`src/hw/rtl/vpy_pkg.sv`:
```
// Package for the vector to pitch/yaw core: shared constants, the status flag
// struct and the CORDIC arctangent table.
// No dependencies; every other file in hw/rtl uses it.
package vpy_pkg;

    // Default configuration of the core.
    localparam int COORD_WIDTH_DEF  = 24;
    localparam int CORDIC_STEPS_DEF = 16;

    // Fixed-point layout.
    localparam int GUARD_BITS = 12;
    localparam int TABLE_LEN  = 24;
    localparam int ACC_W      = 26;
    localparam int ROUND_SH   = 9;
    localparam int GAIN_Q16   = 107922;
    localparam int DEG90_Q16  = 90 * 65536;

    // Output range limits in units of 1/128 degree.
    localparam int YAW_MAX   = 23040;
    localparam int PITCH_MAX = 11520;

    // Component tests taken at the front and carried down the pipe.
    typedef struct packed {
        logic xy_zero;
        logic x_zero;
        logic y_zero;
        logic x_pos;
        logic y_pos;
        logic z_zero;
        logic z_pos;
    } t_flags;

    // atan(2^-i) in degrees with 16 fractional bits, rounded to nearest.
    function automatic logic signed [ACC_W-1:0] atan_entry(input int idx);
        logic signed [ACC_W-1:0] v;
        case (idx)
            0:       v = ACC_W'(2949120);
            1:       v = ACC_W'(1740967);
            2:       v = ACC_W'(919879);
            3:       v = ACC_W'(466945);
            4:       v = ACC_W'(234379);
            5:       v = ACC_W'(117304);
            6:       v = ACC_W'(58666);
            7:       v = ACC_W'(29335);
            8:       v = ACC_W'(14668);
            9:       v = ACC_W'(7334);
            10:      v = ACC_W'(3667);
            11:      v = ACC_W'(1833);
            12:      v = ACC_W'(917);
            13:      v = ACC_W'(458);
            14:      v = ACC_W'(229);
            15:      v = ACC_W'(115);
            16:      v = ACC_W'(57);
            17:      v = ACC_W'(29);
            18:      v = ACC_W'(14);
            19:      v = ACC_W'(7);
            20:      v = ACC_W'(4);
            21:      v = ACC_W'(2);
            22:      v = ACC_W'(1);
            default: v = '0;
        endcase
        return v;
    endfunction

endpackage

```
`src/hw/rtl/vpy_out.sv`:
```
// Output stage: rounds both angle accumulators to 1/128 degree, applies the
// axis and zero special cases and the range limits, and holds the result.
// Depends on vpy_pkg.
module vpy_out (
    input  logic                                i_clk,
    input  logic                                i_rst_n,
    input  logic                                i_en,
    input  logic                                i_valid,
    input  vpy_pkg::t_flags                     i_flags,
    input  logic signed [vpy_pkg::ACC_W-1:0]    i_yaw_acc,
    input  logic signed [vpy_pkg::ACC_W-1:0]    i_pitch_acc,
    output logic                                o_valid,
    output logic signed [14:0]                  o_pitch_deg,
    output logic signed [15:0]                  o_yaw_deg
);

    localparam int RW = vpy_pkg::ACC_W - vpy_pkg::ROUND_SH;
    localparam logic signed [vpy_pkg::ACC_W-1:0] HALF = vpy_pkg::ACC_W'(256);
    localparam logic signed [RW-1:0] YAW_MAX   = RW'(vpy_pkg::YAW_MAX);
    localparam logic signed [RW-1:0] PITCH_MAX = RW'(vpy_pkg::PITCH_MAX);

    logic signed [vpy_pkg::ACC_W-1:0] w_yaw_sum;
    logic signed [vpy_pkg::ACC_W-1:0] w_pitch_sum;
    logic signed [RW-1:0]             w_yaw_rnd;
    logic signed [RW-1:0]             w_pitch_rnd;
    logic signed [RW-1:0]             n_yaw;
    logic signed [RW-1:0]             n_pitch;
    logic                             r_valid;
    logic signed [14:0]               r_pitch;
    logic signed [15:0]               r_yaw;

    // Round half up to 1/128 degree.
    assign w_yaw_sum   = i_yaw_acc + HALF;
    assign w_pitch_sum = i_pitch_acc + HALF;
    assign w_yaw_rnd   = w_yaw_sum[vpy_pkg::ACC_W-1:vpy_pkg::ROUND_SH];
    assign w_pitch_rnd = w_pitch_sum[vpy_pkg::ACC_W-1:vpy_pkg::ROUND_SH];

    // Yaw: exact axis values, then fold -180 and beyond onto +180.
    always_comb begin
        if (i_flags.xy_zero) begin
            n_yaw = '0;
        end else if (i_flags.y_zero) begin
            n_yaw = i_flags.x_pos ? '0 : YAW_MAX;
        end else if (i_flags.x_zero) begin
            n_yaw = i_flags.y_pos ? PITCH_MAX : -PITCH_MAX;
        end else if (w_yaw_rnd > YAW_MAX || w_yaw_rnd <= -YAW_MAX) begin
            n_yaw = YAW_MAX;
        end else begin
            n_yaw = w_yaw_rnd;
        end
    end

    // Pitch: straight up or down on the z axis, zero for a level vector.
    always_comb begin
        if (i_flags.xy_zero) begin
            if (i_flags.z_zero) begin
                n_pitch = '0;
            end else begin
                n_pitch = i_flags.z_pos ? -PITCH_MAX : PITCH_MAX;
            end
        end else if (i_flags.z_zero) begin
            n_pitch = '0;
        end else if (w_pitch_rnd > PITCH_MAX) begin
            n_pitch = PITCH_MAX;
        end else if (w_pitch_rnd < -PITCH_MAX) begin
            n_pitch = -PITCH_MAX;
        end else begin
            n_pitch = w_pitch_rnd;
        end
    end

    // Result valid bit.
    always_ff @(posedge i_clk) begin
        if (!i_rst_n) begin
            r_valid <= 1'b0;
        end else if (i_en) begin
            r_valid <= i_valid;
        end
    end

    // Result payload.
    always_ff @(posedge i_clk) begin
        if (i_en) begin
            r_pitch <= n_pitch[14:0];
            r_yaw   <= n_yaw[15:0];
        end
    end

    assign o_valid     = r_valid;
    assign o_pitch_deg = r_pitch;
    assign o_yaw_deg   = r_yaw;

endmodule

```
`config.mk`:
```
export PLATFORM = sky130hd
export DESIGN_NAME = vpy_out
export DESIGN_NICKNAME = d
export VERILOG_FILES = /design/src/hw/rtl/vpy_pkg.sv /design/src/hw/rtl/vpy_out.sv
export SDC_FILE = /design/constraint.sdc
export NUM_CORES = 1
export LEC_CHECK = 0
export BUFFER_PORTS_ARGS = -buffer_cell sky130_fd_sc_hd__clkbuf_2
export CAP_MARGIN = 20
export CORE_MARGIN = 2
export CORE_UTILIZATION = 25
export CTS_BUF_LIST = sky130_fd_sc_hd__clkbuf_8 sky130_fd_sc_hd__clkbuf_16
export CTS_CLUSTER_SIZE = 28
export DETAILED_ROUTE_END_ITERATION = 16
export SETUP_SLACK_MARGIN = 0.15
export SYNTH_ARGS = -nofsm -noshare
export SYNTH_HDL_FRONTEND = slang
export SYNTH_SLANG_ARGS = --single-unit
```
`constraint.sdc`:
```
create_clock -name i_clk -period 2.55 [get_ports i_clk]
set_input_delay 0 -clock i_clk [delete_from_list [all_inputs] [get_ports i_clk]]
set_output_delay 0 -clock i_clk [all_outputs]
set_load 0.005 [all_outputs]
```
Yosys cells after proc, flatten, opt, wreduce, memory -nomap -nowiden
Cells that the tools add are included.
{ "classes": {"addsub": 2, "order_cmp": 4, "n_mux": 11, "reduce_logical": 1} }
{ "op_table": {"columns": ["cell", "count"], "rows": [
  ["15-bit two-way mux", 7],
  ["16-bit two-way mux", 4],
  ["26-bit by 10-bit adder with 26-bit output (second input constant)", 2],
  ["17-bit by 15-bit > comparator with 1-bit output (second input constant)", 1],
  ["17-bit by 16-bit > comparator with 1-bit output (second input constant)", 1],
  ["17-bit by 16-bit less-or-equal comparator with 1-bit output (second input constant)", 1],
  ["17-bit by 15-bit < comparator with 1-bit output (second input constant)", 1],
  ["1-bit logical OR", 1]
]} }
{ "totals": {"regBits": 32, "in_bits": 63, "output_inout_bits": 32, "word_cells": 21} }

Logic depth before layout (Yosys ltp)
{ "logic_depth": {"word_depth": 6, "mapped_depth": 10, "ltp_nobuf": 8} }

Least setup slack after synthesis
No wires, ideal clock.
{ "synth_timing": {"path_type": "input to register", "startpoint": "input port i_yaw_acc[8] in the netlist's numbering", "endpoint": "register r_yaw[10] (netlist: o_yaw_deg[10]), data pin", "setup_ps": 169, "arrival_ps": 2034, "required_ps": 2381, "slack_ps": 347, "cell_stages": 10, "path_buffers": 2, "cell_sequence": "ha_1 > buf_2 > and4_1 > nor4_1 > nor3_1 > a2111oi_4 > a31oi_1 > o311a_1 > buf_6 > o31ai_1"} }
{ "synth_via": {"elab_chain_len": 6, "elab_cells_between_ends": 7, "classes_between": "1 x add/sub; 2 x order compare; 3 x mux; 1 x reduce/logical"} }
{ "synth_rtl": {"columns": ["element", "line_no", "rtl"], "rows": [
  ["start: declaration", "vpy_out.sv:10", "input logic signed [vpy_pkg::ACC_W-1:0] i_yaw_acc,"],
  ["26-bit by 10-bit adder with 26-bit output *", "vpy_out.sv:33", "assign w_yaw_sum = i_yaw_acc + HALF;"],
  ["17-bit by 16-bit > comparator with 1-bit output / 17-bit by 16-bit less-or-equal comparator with 1-bit output (equally long branches)", "vpy_out.sv:46", "end else if (w_yaw_rnd > YAW_MAX || w_yaw_rnd <= -YAW_MAX) begin"],
  ["1-bit logical OR", "vpy_out.sv:46", null],
  ["16-bit two-way mux *", "vpy_out.sv:46", null],
  ["16-bit two-way mux *", "vpy_out.sv:44", "end else if (i_flags.x_zero) begin"],
  ["16-bit two-way mux *", "vpy_out.sv:42", "end else if (i_flags.y_zero) begin"],
  ["end signal: assignment", "vpy_out.sv:85", "r_yaw <= n_yaw[15:0];"],
  ["end: declaration", "vpy_out.sv:30", "logic signed [15:0] r_yaw;"]
]} }
Mark *: on every way between the ends. The rest lies on a longest branch, timed or not.
A chain may end at the register's enable or synchronous reset.

Worst setup path in the final report
Ends and elaborated chain as after synthesis.

==> impl_metrics.yaml <==
die:
  die_h_um: 108
  fp-row-count: 38
  pin_count: 95
  start_util_pct: 25.4
  coreArea_mm2: 0.0107
  die-area_mm2: 0.0117
  die_w_um: 108
power:
  power_density_mw_per_mm2: 416
  p_leak_nw: 1.20
  combPwrFrac_pct: 23.1
  p_switching_mw: 0.374
  p_sw_share_pct: 26.4
  pwr-share-clk_pct: 32.5
  p_int_mw: 1.05
  pwr-share-seq_pct: 44.4
  ir_drop_mv: 0.308
sta:
  report.final.slew_viol_count: 0
  slew_headroom_pct: 49.4
  setup-tns-final_ps: 0
  fin_crit_ps: 2190
  rsz0062_at_grt: "yes"
  fin_worst_skew_ps: 0
  finalCritPeriodShare_pct: 86.0
  finalHoldViolCount: 0
  setup_ws_ps: 356
  worst_pin_slew_ps: 759
  setup_viol: 0
  fmax_mhz: 456
routing:
  first_iter_violations: 192
  wl_per_cell_um: 13.2
  ant_nets: 0
  viasPerCell: 4.97
  drc: 0
  vias: 2582
  wl_um: 6840
  drt-pass1-iter-count: 4
synthesis:
  synth_fp_nets: 366
  synth_commonest_cells: "edfxtp_1 (31), nor3_1 (23), nor2_1 (22), xnor2_1 (22), nand3_1 (19)"
  ys_seq_elements: 32
  synth.largest_area_cell: "edfxtp_1"
  yosysTopAreaCellShare_pct: 34.3
  ys_types: 67
  yosysSeqAreaShare_pct: 35.0
  synth_cells: 301
  syn-cell-area_mm2: 0.00272
  ys_top_cells_by_area: "edfxtp_1 (34%), xnor2_1 (7.1%), nor3_1 (4.2%)"
  yosysWarnings: 0
  synth_most_common_cell: "edfxtp_1"
  synthArstFlopShare_pct: 0
  avgSynthCellArea_um2: 9.02
  synth_edf_count: 31
  yosys_most_used_dff: "edfxtp_1"
clock_tree:
  cts.sinks: 32
  path_clk_slew_ps: 60
  cts_buffers: 5
  clockRootBuffer: "clkbuf_8"
  cts_tree: "yes"
  clk_latency_ps: 270
  cts_buffer_depth: 2
  htree_levels: 2
setup_path:
  critical_path_class: "input port to flop"
  required_ps: 2640
  crit_path_max_fanout: 11
  cp-end-kind: "flop"
  cp-start-kind: "input port"
  arrival_ps: 2280
grt:
  grt_antenna_before_repair: 0
  grt_max_degree: 33
  grt_pass1_wl_um: 10800
  grt.total_usage_pct: 11.5
  overflow: 0
  grt_pass1_vias: 2301
layout:
  drive_above_1_share_pct: 31.8
  final_nets: 444
  syn_to_final_growth_pct: 25.8
  antenna-diode-count: 0
run:
  drv_cap: 0
placed_design:
  portBuffers: 78
  place.gp.congestion: 0.843
  dp_worst_setup_slack_ps: 5.06
  dp_hpwl_um: 5660
status:
  outcome: "finished clean"
hold_path:
  holdCritPathClass: "input port to flop"
[logic make-up after synthesis]
group           after synthesis  share of synthesized area (%)
fa+ha+maj                     2                          0.922
xor+xnor                     31                           10.0
flops                        32                           35.0
compound gates               69                           19.4
buf+inv                      28                           5.16
mux                           2                          0.783
simple gates                137                           28.7
[metrics by stage]
| step | cell area (um^2) | total power [mW] | cells | hold WS (ps) | util, % |
|---|---|---|---|---|---|
| floorplan | 2720 | 0.825 | 301 | 112 | - |
| detailed placement | 3260 | 0.964 | 511 | 236 | 30.5 |
| global placement | 3260 | 0.958 | 511 | 223 | 30.5 |
| global route | 3410 | 1.49 | 520 | 36.4 | 31.9 |
| finish | 3410 | 1.42 | 520 | 26.1 | 31.9 |
| CTS | 3390 | 1.43 | 520 | 20.6 | 31.6 |
[power groups by stage]
stage | logic, mW | clock network (mW) | registers, mW
final | 0.328 | 0.461 | 0.630
after global routing | 0.365 | 0.495 | 0.633
after detailed placement | 0.322 | 0 | 0.642
after CTS | 0.325 | 0.475 | 0.631
after floorplan | 0.179 | 0 | 0.646
after global placement | 0.316 | 0 | 0.641
[worst max-delay path, stage by stage]
cell and delay (ps):
clkbuf_2 90, ha_1 230, and4_1 270, nor4_1 280, nor3_1 120, a2111oi_4 350, a31oi_1 200, o311a_4 470
o31ai_1 270
[state kept, by name, summed over array words and instances (netlist names)]
| name | flops |
|---|---|
| o_yaw_deg | 16 |
| o_pitch_deg | 15 |
| o_valid | 1 |
[placed cells by master, fill, tap and decap left out, drive strengths merged, types with 3 or more instances in the layout]
| cell type | count |
|---|---|
| o21ai | 8 |
| a41oi | 4 |
| nand3 | 20 |
| nand2 | 19 |
| xnor2 | 22 |
| buf | 13 |
| nand4 | 10 |
| nor2 | 23 |
| edfxtp | 31 |
| xor2 | 9 |
| a21boi | 3 |
| nor3 | 24 |
| o211ai | 3 |
| a211oi | 4 |
| a21oi | 14 |
| inv | 7 |
| nor4 | 13 |
| nand2b | 4 |
| clkbuf | 83 |
| a31oi | 5 |
| and3 | 7 |
[final cells by class]
class                   instances  area (um^2)
clock inverters                 3         42.5
flip-flops and latches         32          951
repair buffers                 92          498
well taps                     140          175
fillers                      1119         7280
multi-input cells             241         1650
clock buffers                   5         68.8
inverters                       7         26.3
[path summary, 6_finish.rpt]
check | start | endpoint | slack, ps | cells past startpoint
worst min-delay path | i_valid | o_valid | 30 | 3
worst max register to register | o_valid | o_valid | 1930 | 2
worst min register to register | o_valid | o_valid | 560 | 2
worst max-delay path | i_yaw_acc[8] | o_yaw_deg[10] | 360 | 9
[layer usage]
layer	GRT usage [%]	part of all wire, %	up-vias
li1	-	-	1324
met1	15.5	46	1181
met2	17.7	45	71
met3	2.83	7.5	6
met4	4.21	1.2	0
met5	0	0	-
[repair_timing]
item,in CTS,in global routing
setup buffers,0,0
endpoints found under the hold margin,1,0
hold buffers,1,0
endpoints found under the setup margin,0,8
gates resized for setup,0,5
(Power assumes the default switching activity.)
