`src/hw/rtl/vpy_pkg.sv`:
```
// Package for the vector to pitch/yaw core: shared constants, the status flag
// struct and the CORDIC arctangent table.
// No dependencies; every other file in hw/rtl uses it.
package vpy_pkg;

    // Default configuration of the core.
    localparam int COORD_WIDTH_DEF  = 24;
    localparam int CORDIC_STEPS_DEF = 16;

    // Fixed-point layout.
    localparam int GUARD_BITS = 12;
    localparam int TABLE_LEN  = 24;
    localparam int ACC_W      = 26;
    localparam int ROUND_SH   = 9;
    localparam int GAIN_Q16   = 107922;
    localparam int DEG90_Q16  = 90 * 65536;

    // Output range limits in units of 1/128 degree.
    localparam int YAW_MAX   = 23040;
    localparam int PITCH_MAX = 11520;

    // Component tests taken at the front and carried down the pipe.
    typedef struct packed {
        logic xy_zero;
        logic x_zero;
        logic y_zero;
        logic x_pos;
        logic y_pos;
        logic z_zero;
        logic z_pos;
    } t_flags;

    // atan(2^-i) in degrees with 16 fractional bits, rounded to nearest.
    function automatic logic signed [ACC_W-1:0] atan_entry(input int idx);
        logic signed [ACC_W-1:0] v;
        case (idx)
            0:       v = ACC_W'(2949120);
            1:       v = ACC_W'(1740967);
            2:       v = ACC_W'(919879);
            3:       v = ACC_W'(466945);
            4:       v = ACC_W'(234379);
            5:       v = ACC_W'(117304);
            6:       v = ACC_W'(58666);
            7:       v = ACC_W'(29335);
            8:       v = ACC_W'(14668);
            9:       v = ACC_W'(7334);
            10:      v = ACC_W'(3667);
            11:      v = ACC_W'(1833);
            12:      v = ACC_W'(917);
            13:      v = ACC_W'(458);
            14:      v = ACC_W'(229);
            15:      v = ACC_W'(115);
            16:      v = ACC_W'(57);
            17:      v = ACC_W'(29);
            18:      v = ACC_W'(14);
            19:      v = ACC_W'(7);
            20:      v = ACC_W'(4);
            21:      v = ACC_W'(2);
            22:      v = ACC_W'(1);
            default: v = '0;
        endcase
        return v;
    endfunction

endpackage

```
`src/hw/rtl/vpy_front.sv`:
```
// Front stage: quarter-turn pre-rotation into the right half plane, the
// scaled z product for the pitch pass and the component tests.
// Depends on vpy_pkg.
module vpy_front #(
    parameter int COORD_WIDTH = vpy_pkg::COORD_WIDTH_DEF,
    parameter int DATA_W      = vpy_pkg::COORD_WIDTH_DEF + vpy_pkg::GUARD_BITS + 3
) (
    input  logic                                i_clk,
    input  logic                                i_rst_n,
    input  logic                                i_en,
    input  logic                                i_valid,
    input  logic signed [COORD_WIDTH-1:0]       i_vec_x,
    input  logic signed [COORD_WIDTH-1:0]       i_vec_y,
    input  logic signed [COORD_WIDTH-1:0]       i_vec_z,
    output logic                                o_valid,
    output vpy_pkg::t_flags                     o_flags,
    output logic signed [DATA_W-1:0]            o_x,
    output logic signed [DATA_W-1:0]            o_y,
    output logic signed [vpy_pkg::ACC_W-1:0]    o_acc,
    output logic signed [DATA_W-1:0]            o_aux
);

    localparam int GW   = COORD_WIDTH + vpy_pkg::GUARD_BITS;
    localparam int PW   = COORD_WIDTH + 18;
    localparam int SH_Z = vpy_pkg::GUARD_BITS + 16 - vpy_pkg::GUARD_BITS - 12;
    localparam logic signed [17:0] NEG_GAIN = -18'(vpy_pkg::GAIN_Q16);
    localparam logic signed [vpy_pkg::ACC_W-1:0] ACC_90 = vpy_pkg::ACC_W'(vpy_pkg::DEG90_Q16);

    logic signed [DATA_W-1:0]         w_xg;
    logic signed [DATA_W-1:0]         w_yg;
    logic signed [PW-1:0]             w_prod;
    logic                             r_valid;
    vpy_pkg::t_flags                  r_flags;
    vpy_pkg::t_flags                  n_flags;
    logic signed [DATA_W-1:0]         r_x;
    logic signed [DATA_W-1:0]         r_y;
    logic signed [DATA_W-1:0]         n_x;
    logic signed [DATA_W-1:0]         n_y;
    logic signed [vpy_pkg::ACC_W-1:0] r_acc;
    logic signed [vpy_pkg::ACC_W-1:0] n_acc;
    logic signed [DATA_W-1:0]         r_aux;
    logic signed [DATA_W-1:0]         n_aux;

    // Components with guard bits appended, sign-extended to the datapath.
    assign w_xg = DATA_W'($signed({i_vec_x, {vpy_pkg::GUARD_BITS{1'b0}}}));
    assign w_yg = DATA_W'($signed({i_vec_y, {vpy_pkg::GUARD_BITS{1'b0}}}));

    // Pitch start value -z*K, floored by the combined shift of 4 bits.
    assign w_prod = PW'(i_vec_z) * PW'(NEG_GAIN);
    assign n_aux  = DATA_W'($signed(w_prod[PW-1:SH_Z]));

    // Pre-rotation by a quarter turn when x is negative.
    always_comb begin
        n_x   = w_xg;
        n_y   = w_yg;
        n_acc = '0;
        if (i_vec_x < 0) begin
            if (i_vec_y >= 0) begin
                n_x   = w_yg;
                n_y   = -w_xg;
                n_acc = ACC_90;
            end else begin
                n_x   = -w_yg;
                n_y   = w_xg;
                n_acc = -ACC_90;
            end
        end
    end

    // Tests for the axis and zero special cases.
    always_comb begin
        n_flags.x_zero  = (i_vec_x == '0);
        n_flags.y_zero  = (i_vec_y == '0);
        n_flags.xy_zero = (i_vec_x == '0) && (i_vec_y == '0);
        n_flags.x_pos   = (i_vec_x > 0);
        n_flags.y_pos   = (i_vec_y > 0);
        n_flags.z_zero  = (i_vec_z == '0);
        n_flags.z_pos   = (i_vec_z > 0);
    end

    // Stage valid bit.
    always_ff @(posedge i_clk) begin
        if (!i_rst_n) begin
            r_valid <= 1'b0;
        end else if (i_en) begin
            r_valid <= i_valid;
        end
    end

    // Stage payload.
    always_ff @(posedge i_clk) begin
        if (i_en) begin
            r_flags <= n_flags;
            r_x     <= n_x;
            r_y     <= n_y;
            r_acc   <= n_acc;
            r_aux   <= n_aux;
        end
    end

    assign o_valid = r_valid;
    assign o_flags = r_flags;
    assign o_x     = r_x;
    assign o_y     = r_y;
    assign o_acc   = r_acc;
    assign o_aux   = r_aux;

    // GW names the guarded component width; the datapath must hold it plus growth.
    if (DATA_W < GW + 3) begin : g_width_error
        $error("vpy_front: datapath too narrow");
    end

endmodule

```
`config.mk`:
```
export PLATFORM = sky130hd
export DESIGN_NAME = vpy_front
export DESIGN_NICKNAME = d
export VERILOG_FILES = /design/src/hw/rtl/vpy_pkg.sv /design/src/hw/rtl/vpy_front.sv
export SDC_FILE = /design/constraint.sdc
export NUM_CORES = 1
export LEC_CHECK = 0
export BUFFER_PORTS_ARGS = -buffer_cell sky130_fd_sc_hd__buf_2
export CAP_MARGIN = 10
export CELL_PAD_IN_SITES_DETAIL_PLACEMENT = 1
export CELL_PAD_IN_SITES_GLOBAL_PLACEMENT = 1
export CORE_UTILIZATION = 46
export CTS_CLUSTER_DIAMETER = 60
export DETAILED_ROUTE_END_ITERATION = 6
export GPL_TIMING_DRIVEN = 0
export PLACE_DENSITY = 0.85
export SLEW_MARGIN = 15
export SYNTH_ARGS = -nofsm -noshare
export SYNTH_HDL_FRONTEND = slang
export SYNTH_SLANG_ARGS = --single-unit
```
`constraint.sdc`:
```
create_clock -name i_clk -period 6.68 [get_ports i_clk]
set_input_delay 0.334 -clock i_clk [delete_from_list [all_inputs] [get_ports i_clk]]
set_output_delay 0.334 -clock i_clk [all_outputs]
set_load 0.05 [all_outputs]
```
## Word-level counts from Yosys, hierarchy flattened

Cells that the tools add are included.

| storage, ports and cells | value |
|---|---|
| register bits | 150 |
| input port bits | 76 |
| output and inout bits | 151 |
| word-level logic and storage cells | 34 |

| cells by class | value |
|---|---|
| $add $sub $neg | 2 |
| multiply operators | 1 |
| $lt $le $gt $ge | 5 |
| muxes and demuxes | 5 |
| bitwise gates (word level) | 1 |
| reduce and logical (&&, ||, !) cells | 6 |

Operators with widths:

| kind | count |
|---|---|
| 39-bit two-way mux | 4 |
| 36-bit negation with 39-bit output | 2 |
| 24-bit by 1-bit > comparator with 1-bit output (second input constant) | 3 |
| 24-bit logical NOT | 3 |
| 24-bit by 17-bit multiplier with 41-bit output (second input constant) | 1 |
| 26-bit two-way mux | 1 |
| 24-bit by 1-bit >= comparator with 1-bit output (second input constant) | 1 |
| 24-bit by 1-bit less-than comparator with 1-bit output (second input constant) | 1 |
| 2-bit AND reduction | 1 |
| 2-bit OR reduction | 1 |
| 1-bit logical AND | 1 |
| 1-bit inverter | 1 |

## Logic depth before layout (Yosys ltp)

Gate-level depths: netlist of the first run.

| depth | value |
|---|---|
| depth in word-level cells | 3 |
| mapped depth | 21 |
| depth with buffers taken out | 21 |

## Least setup slack after synthesis of the first run

No wires, ideal clock.

| timing path | value |
|---|---|
| path kind | in2reg |
| from | input i_vec_z[13] |
| to | register, netlist name o_aux[37] |
| setup time | 268 ps |
| arrival time | 5,028 ps |
| slack | 1,384 ps |
| stages on the path | 17 |
| cells stage by stage | ha_1 > fa_1 > fa_1 > fa_1 > fa_1 > inv_1 > fa_1 > inv_1 > ha_1 > a21oi_1 > o21ai_1 > a211o_2 > and2_4 > a211oi_1 > o21ai_1 > mux2_2 > o211ai_1 |

| on the way | value |
|---|---|
| cells in the longest elaborated chain, start to end | 1 |

Ends and longest elaborated chain:

| item | line | source |
|---|---|---|
| start: declaration | vpy_front.sv:14 | `input logic signed [COORD_WIDTH-1:0] i_vec_z,` |
| 24-bit by 17-bit multiplier with 41-bit output | vpy_front.sv:49 | `assign w_prod = PW'(i_vec_z) * PW'(NEG_GAIN);` |
| via w_prod[41] | vpy_front.sv:31 | `logic signed [PW-1:0] w_prod;` |

The timed path passes the listed nets, and every way through them passes these cells.
A chain may end at the register's enable or synchronous reset.

## Worst setup path in the final report of the first run

| timing path | value |
|---|---|
| from | input i_vec_z[4] |
| to | register r_aux[28] (netlist: o_aux[28]) (data pin) |

| on the way | value |
|---|---|
| cells in the longest elaborated chain, start to end | 1 |

Ends and longest elaborated chain:

| item | line | source |
|---|---|---|
| 24-bit by 17-bit multiplier with 41-bit output | vpy_front.sv:49 |  |
| via w_prod[32] | vpy_front.sv:31 |  |
| end signal: assignment | vpy_front.sv:97 | `r_aux <= n_aux;` |
| end: declaration | vpy_front.sv:41 | `logic signed [DATA_W-1:0] r_aux;` |

The timed path passes the listed nets, and every way through them passes these cells.

==> results of run 1 <==
kinds of logic (layout without fill, tap and decap cells):
kind of cell | count (synthesis) | in the layout | share of synthesized area
XOR/XNOR | 74 | 74 | 0.0472
AO/OA/AOI/OAI | 184 | 184 | 0.0833
other | 1 | 44 | 0.000273
multiplexers | 4 | 4 | 0.00301
adder cells (fa/ha/maj) | 375 | 375 | 0.444
AND/OR/NAND/NOR | 209 | 209 | 0.0747
buffers and inverters | 398 | 599 | 0.122
flip-flops | 103 | 103 | 0.225
worst min-delay path by stage:
| stage | slack, ns | from | end | depth (start not counted) |
|---|---|---|---|---|
| 2_1_floorplan | 0.43 | i_vec_x[23] | o_acc[17] | 0 |
| 5_1_grt | 0.17 | i_vec_x[23] | o_acc[17] | 1 |
| 3_5_place_dp | 0.52 | o_valid | o_valid | 2 |
| 6_report | 0.18 | i_vec_x[23] | o_acc[17] | 1 |
| 4_1_cts | 0.16 | i_vec_x[23] | o_acc[17] | 1 |
| 3_3_place_gp | 0.49 | o_valid | o_valid | 2 |
registers in the layout (all words and copies together) (netlist names):
| signal | cells |
|---|---|
| o_aux | 38 |
| o_x | 27 |
| o_y | 27 |
| o_flags | 7 |
| o_acc | 3 |
| o_valid | 1 |
cells in the final DEF (no fill, tap or decap), types with 3 or more instances in the layout:
master,Yosys,layout
clkbuf_1,20,20
o21ai_0,26,26
o211ai_1,5,5
conb_1,1,44
nand3_1,11,11
nor4_1,5,5
clkbuf_16,0,9
and2_1,5,5
nor2b_1,11,11
nor3_1,10,10
edfxtp_1,102,102
nand2_1,43,43
o21ai_1,3,3
and3_2,3,3
xor2_1,32,32
mux2i_1,3,3
fa_1,187,187
a211oi_1,4,4
o31ai_1,5,5
nor3b_1,3,3
a21oi_1,99,99
or4_1,4,4
buf_2,1,184
xnor2_1,42,42
nand4_1,9,9
buf_4,49,49
a21o_1,8,8
ha_1,188,188
o41ai_2,3,3
a31oi_1,3,3
nor3_2,3,3
nor2_1,85,85
inv_1,327,327
nand2b_1,6,6
metrics by stage:
step / worst slack, ns / cell area (um2) / util / hold WS (ns)
3_5_place_dp: 0.404 / 15300 / 0.528 / 0.520
5_1_grt: 0.448 / 15600 / 0.538 / 0.169
2_1_floorplan: 1.38 / 13900 / - / 0.433
6_report: 0.695 / 15600 / 0.538 / 0.181
4_1_cts: 0.786 / 15600 / 0.538 / 0.163
3_3_place_gp: 0.558 / 15300 / 0.527 / 0.489
synthesized netlist by cell type (all sizes together) (5+ instances only):
cell	instances
xor2	32
a21o	10
o21ai	32
and2	8
o211ai	5
buf	50
a211oi	5
fa	187
nand3	12
clkbuf	21
a21oi	101
nor3	13
or4	5
nor4	6
inv	327
nand4	10
o41ai	5
o31ai	6
ha	188
nor2b	11
edfxtp	102
xnor2	42
nand2	43
nor2	86
nand2b	6
layout make-up:
class,count,area (um2)
Buffer,71,453
Clock buffer,9,225
Clock inverter,7,55.1
Fill cell,3340,13400
Inverter,327,1230
Multi-Input combinational cell,890,9120
Sequential cell,103,3080
Tap cell,384,480
Timing Repair Buffer,185,955
worst reg2reg max path, cell delays in order (launching register included):
cell,delay (ns)
dfxtp_1,0.31
mux2i_1,0.12
nor2b_1,0.06
metal layers:
layer,global-route usage,part of all wire,vias to the layer above
li1,-,-,4688
met1,0.318,0.41,5155
met2,0.476,0.50,410
met3,0.0494,0.061,77
met4,0.0826,0.029,0
met5,0,0,-
==> summary.txt, run 1 <==
Worst R2R Start - o_valid
Final Cycle Share - 0.896
first-pass GRT wire length - 61.5 mm
Wirelength per Cell - 19.8 um
CP bufs+invs - 5
Tmin final - 5.99 ns
Slew Viols, Final - 0
CTS tree - done
worst-margin pin slew - 0.740 ns
Layout area overhead - 13.7%
crit path max-delay cell type - a2111oi_0
largest net degree at the start of global routing - 60
Critical Path AT - 6.08 ns
Resized Gates After CTS - 0
Layout Cells excl Fill - 1976
Starting DRT DRC Count - 772
maxcap violations - 0
Rel. slew slack - 0.494
input/output buffers - 184
layout net count - 2038
Largest delay share family, worst path - adder cells
WP data required - 6.78 ns
share of cells above drive strength 1 - 0.178
Crit. End Element - flip-flop
n_diodes - 0
CTS Buf Count - 9
Mapped Area - 0.0137 mm2
dpl cells - 1960
DRC - 0
TritonRoute pass-1 iters - 5
Die ar. - 0.0305 mm2
Starting Density - 0.473
main flop type after synthesis - edfxtp_1
number of vias per cell - 5.23
Clock Path Buffers - 2
CP Class - input port to flip-flop
Hold Fails Final Rpt - 0
crit-path max FO - 6
highest clock rate - 0.167 GHz
Ports - 227
Syn Area/Cell - 10.2 um2
Worst Hold Class - input port to flip-flop
post-route ant nets - 0
DP Wirelength - 34.1 mm
RR Endpoint - o_valid
cts hold-fix bufs - 0
depth of the worst register-to-register path - 2
clock-pin slew on the worst setup and hold paths - 0.08 ns
outcome - finished clean
final setup vio count - 0
share of the synthesized area in the top cell type - 0.273
share of the yosys chip area belonging to registers - 0.225
# rows - 62
Async SR Flop Fraction - 0
detailed-route via count - 10330
Root Driver - clkbuf_16
Post-Synthesis Cells - 1348
crit path to - o_aux[28]
total negative slack - 0 ns
crit-path max cell delay - 0.62 ns
chip width - 175 um
number of synthesized flops with an enable pin - 102
FF-to-FF setup slack - 6.08 ns
Synth Register Bits - 103
WP depth - 19
vias in the first global route - 11322
gr usage total - 0.264
area leader, netlist - fa_1
gpl congestion - 0.926
Post-Route Skew - 0 ns
unrepaired setup endpoints after global routing - false
crit path cell chain - buf_2 > ha_1 > inv_1 > fa_1 > inv_1 > ha_1 > fa_1 > fa_1 > inv_1 > fa_1 > inv_1 > ha_1 > a21oi_1 > o211ai_1 > o21ai_0 > or3_1 > o211ai_1 > a2111oi_0 > xnor2_1
synth warn - 0
GRT overflow - 0
Setup Buffers After CTS - 0
top cells by area, synth - fa_1 27%, edfxtp_1 22%, ha_1 17%
clock latency on the worst-skew pair - 0.35 ns
total clock sinks - 103
# H-tree levels - 3
Setup crit start - i_vec_z[4]
initial antenna violation count - 0
Die Y - 175 um
nature of the critical path startpoint - input port
Distinct cells, synth - 69
WL final - 39.1 mm
core region area - 0.0290 mm2
Power of run 1 is not shown: default switching activity piles up to over one toggle a cycle in this logic, so the estimate is an artifact.
==> inputs of run 2 (changes only) <==
Clock period 6.68 ns to 6.2 ns, I/O delays scaled along.
==> run 2 against run 1 <==
  * Non-clock buffer count unchanged
  * Critical path depth rose by 2
  * Via count is 0.11% lower
  * Sequential cell count did not move
  * Clock skew unchanged
  * Sequential share of layout area hardly changed
  * Global-route usage unchanged
  * Critical path type unchanged
==> summary.txt, run 2 (synthesis results as in run 1) <==
share of cells above drive strength 1 - 0.178 (unchanged)
post-route ant nets - 0 (unchanged)
Layout Cells excl Fill - 1976 (unchanged)
CTS Buf Count - 9 (unchanged)
# H-tree levels - 3 (unchanged)
Wirelength per Cell - 19.8 um (+0.16%)
n_diodes - 0 (unchanged)
Crit. End Element - flip-flop
maxcap violations - 0 (unchanged)
Resized Gates After CTS - 0 (unchanged)
first-pass GRT wire length - 61.5 mm (unchanged)
worst-margin pin slew - 0.677 ns (-0.0638 ns)
nature of the critical path startpoint - input port
Setup Buffers After CTS - 0 (unchanged)
crit-path max FO - 23 (+17)
total clock sinks - 103 (unchanged)
clock latency on the worst-skew pair - 0.35 ns (about the same)
final setup vio count - 0 (unchanged)
largest net degree at the start of global routing - 60 (unchanged)
Rel. slew slack - 0.549 (+0.0553)
Worst Hold Class - input port to flip-flop
Slew Viols, Final - 0 (unchanged)
Ports - 227 (unchanged)
Reg area - 0.00308 mm2 (unchanged)
GRT overflow - 0 (unchanged)
area taken by multi-input logic gates - 0.00912 mm2 (about the same)
commonest non-fill, non-tap cells in the layout - 327 x inv_1, 188 x ha_1, 187 x fa_1, 184 x buf_2, 102 x edfxtp_1
Layout area overhead - 13.7% (about the same)
TritonRoute pass-1 iters - 5 (unchanged)
outcome - finished clean
clock-pin slew on the worst setup and hold paths - 0.08 ns (about the same)
unrepaired setup endpoints after global routing - false
Die Y - 175 um (unchanged)
met1 WL - 16.0 mm (-0.34%)
cts hold-fix bufs - 0 (unchanged)
DP Wirelength - 34.1 mm (unchanged)
Die ar. - 0.0305 mm2 (unchanged)
Detail Route met2 WL - 19.7 mm (+0.32%)
DRC - 0 (unchanged)
detailed-route via count - 10319 (-0.11%)
Clock Path Buffers - 2 (unchanged)
Critical Path AT - 5.93 ns (-0.15 ns)
Final WS setup - 0.365 ns (-0.329 ns)
WP data required - 6.30 ns (-0.48 ns)
vias in the first global route - 11322 (unchanged)
fillers - 3340 (unchanged)
chip width - 175 um (unchanged)
Highest Signal Layer - met4
Hold Fails Final Rpt - 0 (unchanged)
crit-path max cell delay - 0.61 ns (about the same)
# rows - 62 (unchanged)
Root Driver - clkbuf_16
gpl congestion - 0.926 (unchanged)
WL final - 39.2 mm (+0.16%)
cell mode on critical path - inv_1
crit path max-delay cell type - fa_1
Tmin final - 5.83 ns
gr usage total - 0.264 (unchanged)
wire length on met3 - 2.44 mm (+3.0%)
number of vias per cell - 5.22 (-0.11%)
Starting DRT DRC Count - 765 (-0.91%)
highest clock rate - 0.171 GHz
Starting Density - 0.473 (unchanged)
Post-Route Skew - 0 ns (unchanged)
layout net count - 2038 (unchanged)
Final Cycle Share - 0.941
crit path cell chain - buf_2 > inv_1 > ha_1 > ha_1 > inv_1 > fa_1 > inv_1 > fa_1 > fa_1 > inv_1 > fa_1 > inv_1 > ha_1 > a21oi_1 > o21bai_1 > a21oi_1 > o21ai_0 > a21oi_1 > o21ai_1 > a221oi_1 > xor2_1
CTS tree - done
dpl cells - 1960 (unchanged)
CP Class - input port to flip-flop
input/output buffers - 184 (unchanged)
post-place setup slack - -0.0518 ns (-0.456 ns)
initial antenna violation count - 0 (unchanged)
leading cell type in the layout, fill and taps excluded - inv_1
core region area - 0.0290 mm2 (unchanged)
max reg flops - 38 (unchanged)
-- run 2: through the flow --
| stage | utilization | instance area [um2] | hold slack, ns | TNS (ns) |
|---|---|---|---|---|
| final | 0.538 | 15600 | 0.157 | 0 |
| after global routing | 0.538 | 15600 | 0.145 | 0 |
| after CTS | 0.538 | 15600 | 0.139 | 0 |
| after detailed placement | 0.528 | 15300 | 0.520 | -0.0518 |
| after global placement | 0.527 | 15300 | 0.489 | 0 |
| after floorplan | - | 13900 | 0.409 | 0 |
-- run 2: area by class of cell --
class	count	area share
tap	384	0.0308
multi-input combinational	890	0.585
sequential	103	0.198
clock inverter	7	0.00353
clock buffer	9	0.0144
inverter	327	0.0787
buffer	71	0.0290
timing repair buffer	185	0.0612
-- run 2: critical path, delay by kind of cell --
kind | cells | cell delay (ns)
adders and majority gates | 7 | 3.15
xor gates and xnor gates | 1 | 0.14
AOI/OAI and AO/OA | 7 | 1.58
buffers and inverters | 6 | 0.73
-- run 2: routing by layer --
layer	global-route usage	vias up
met5	0	-
met4	0.0826	0
met3	0.0494	74
met2	0.476	411
met1	0.318	5145
li1	-	4689
-- run 2: worst paths after layout --
check | startpoint | end | slack (ns) | cells past startpoint
hold reg to reg | o_valid | o_valid | 0.53 | 2
hold / removal | i_vec_x[23] | o_acc[17] | 0.16 | 1
setup reg to reg | o_valid | o_valid | 5.60 | 2
setup / recovery | i_vec_z[23] | o_aux[36] | 0.37 | 21
Power of run 2 is left out for the same reason.
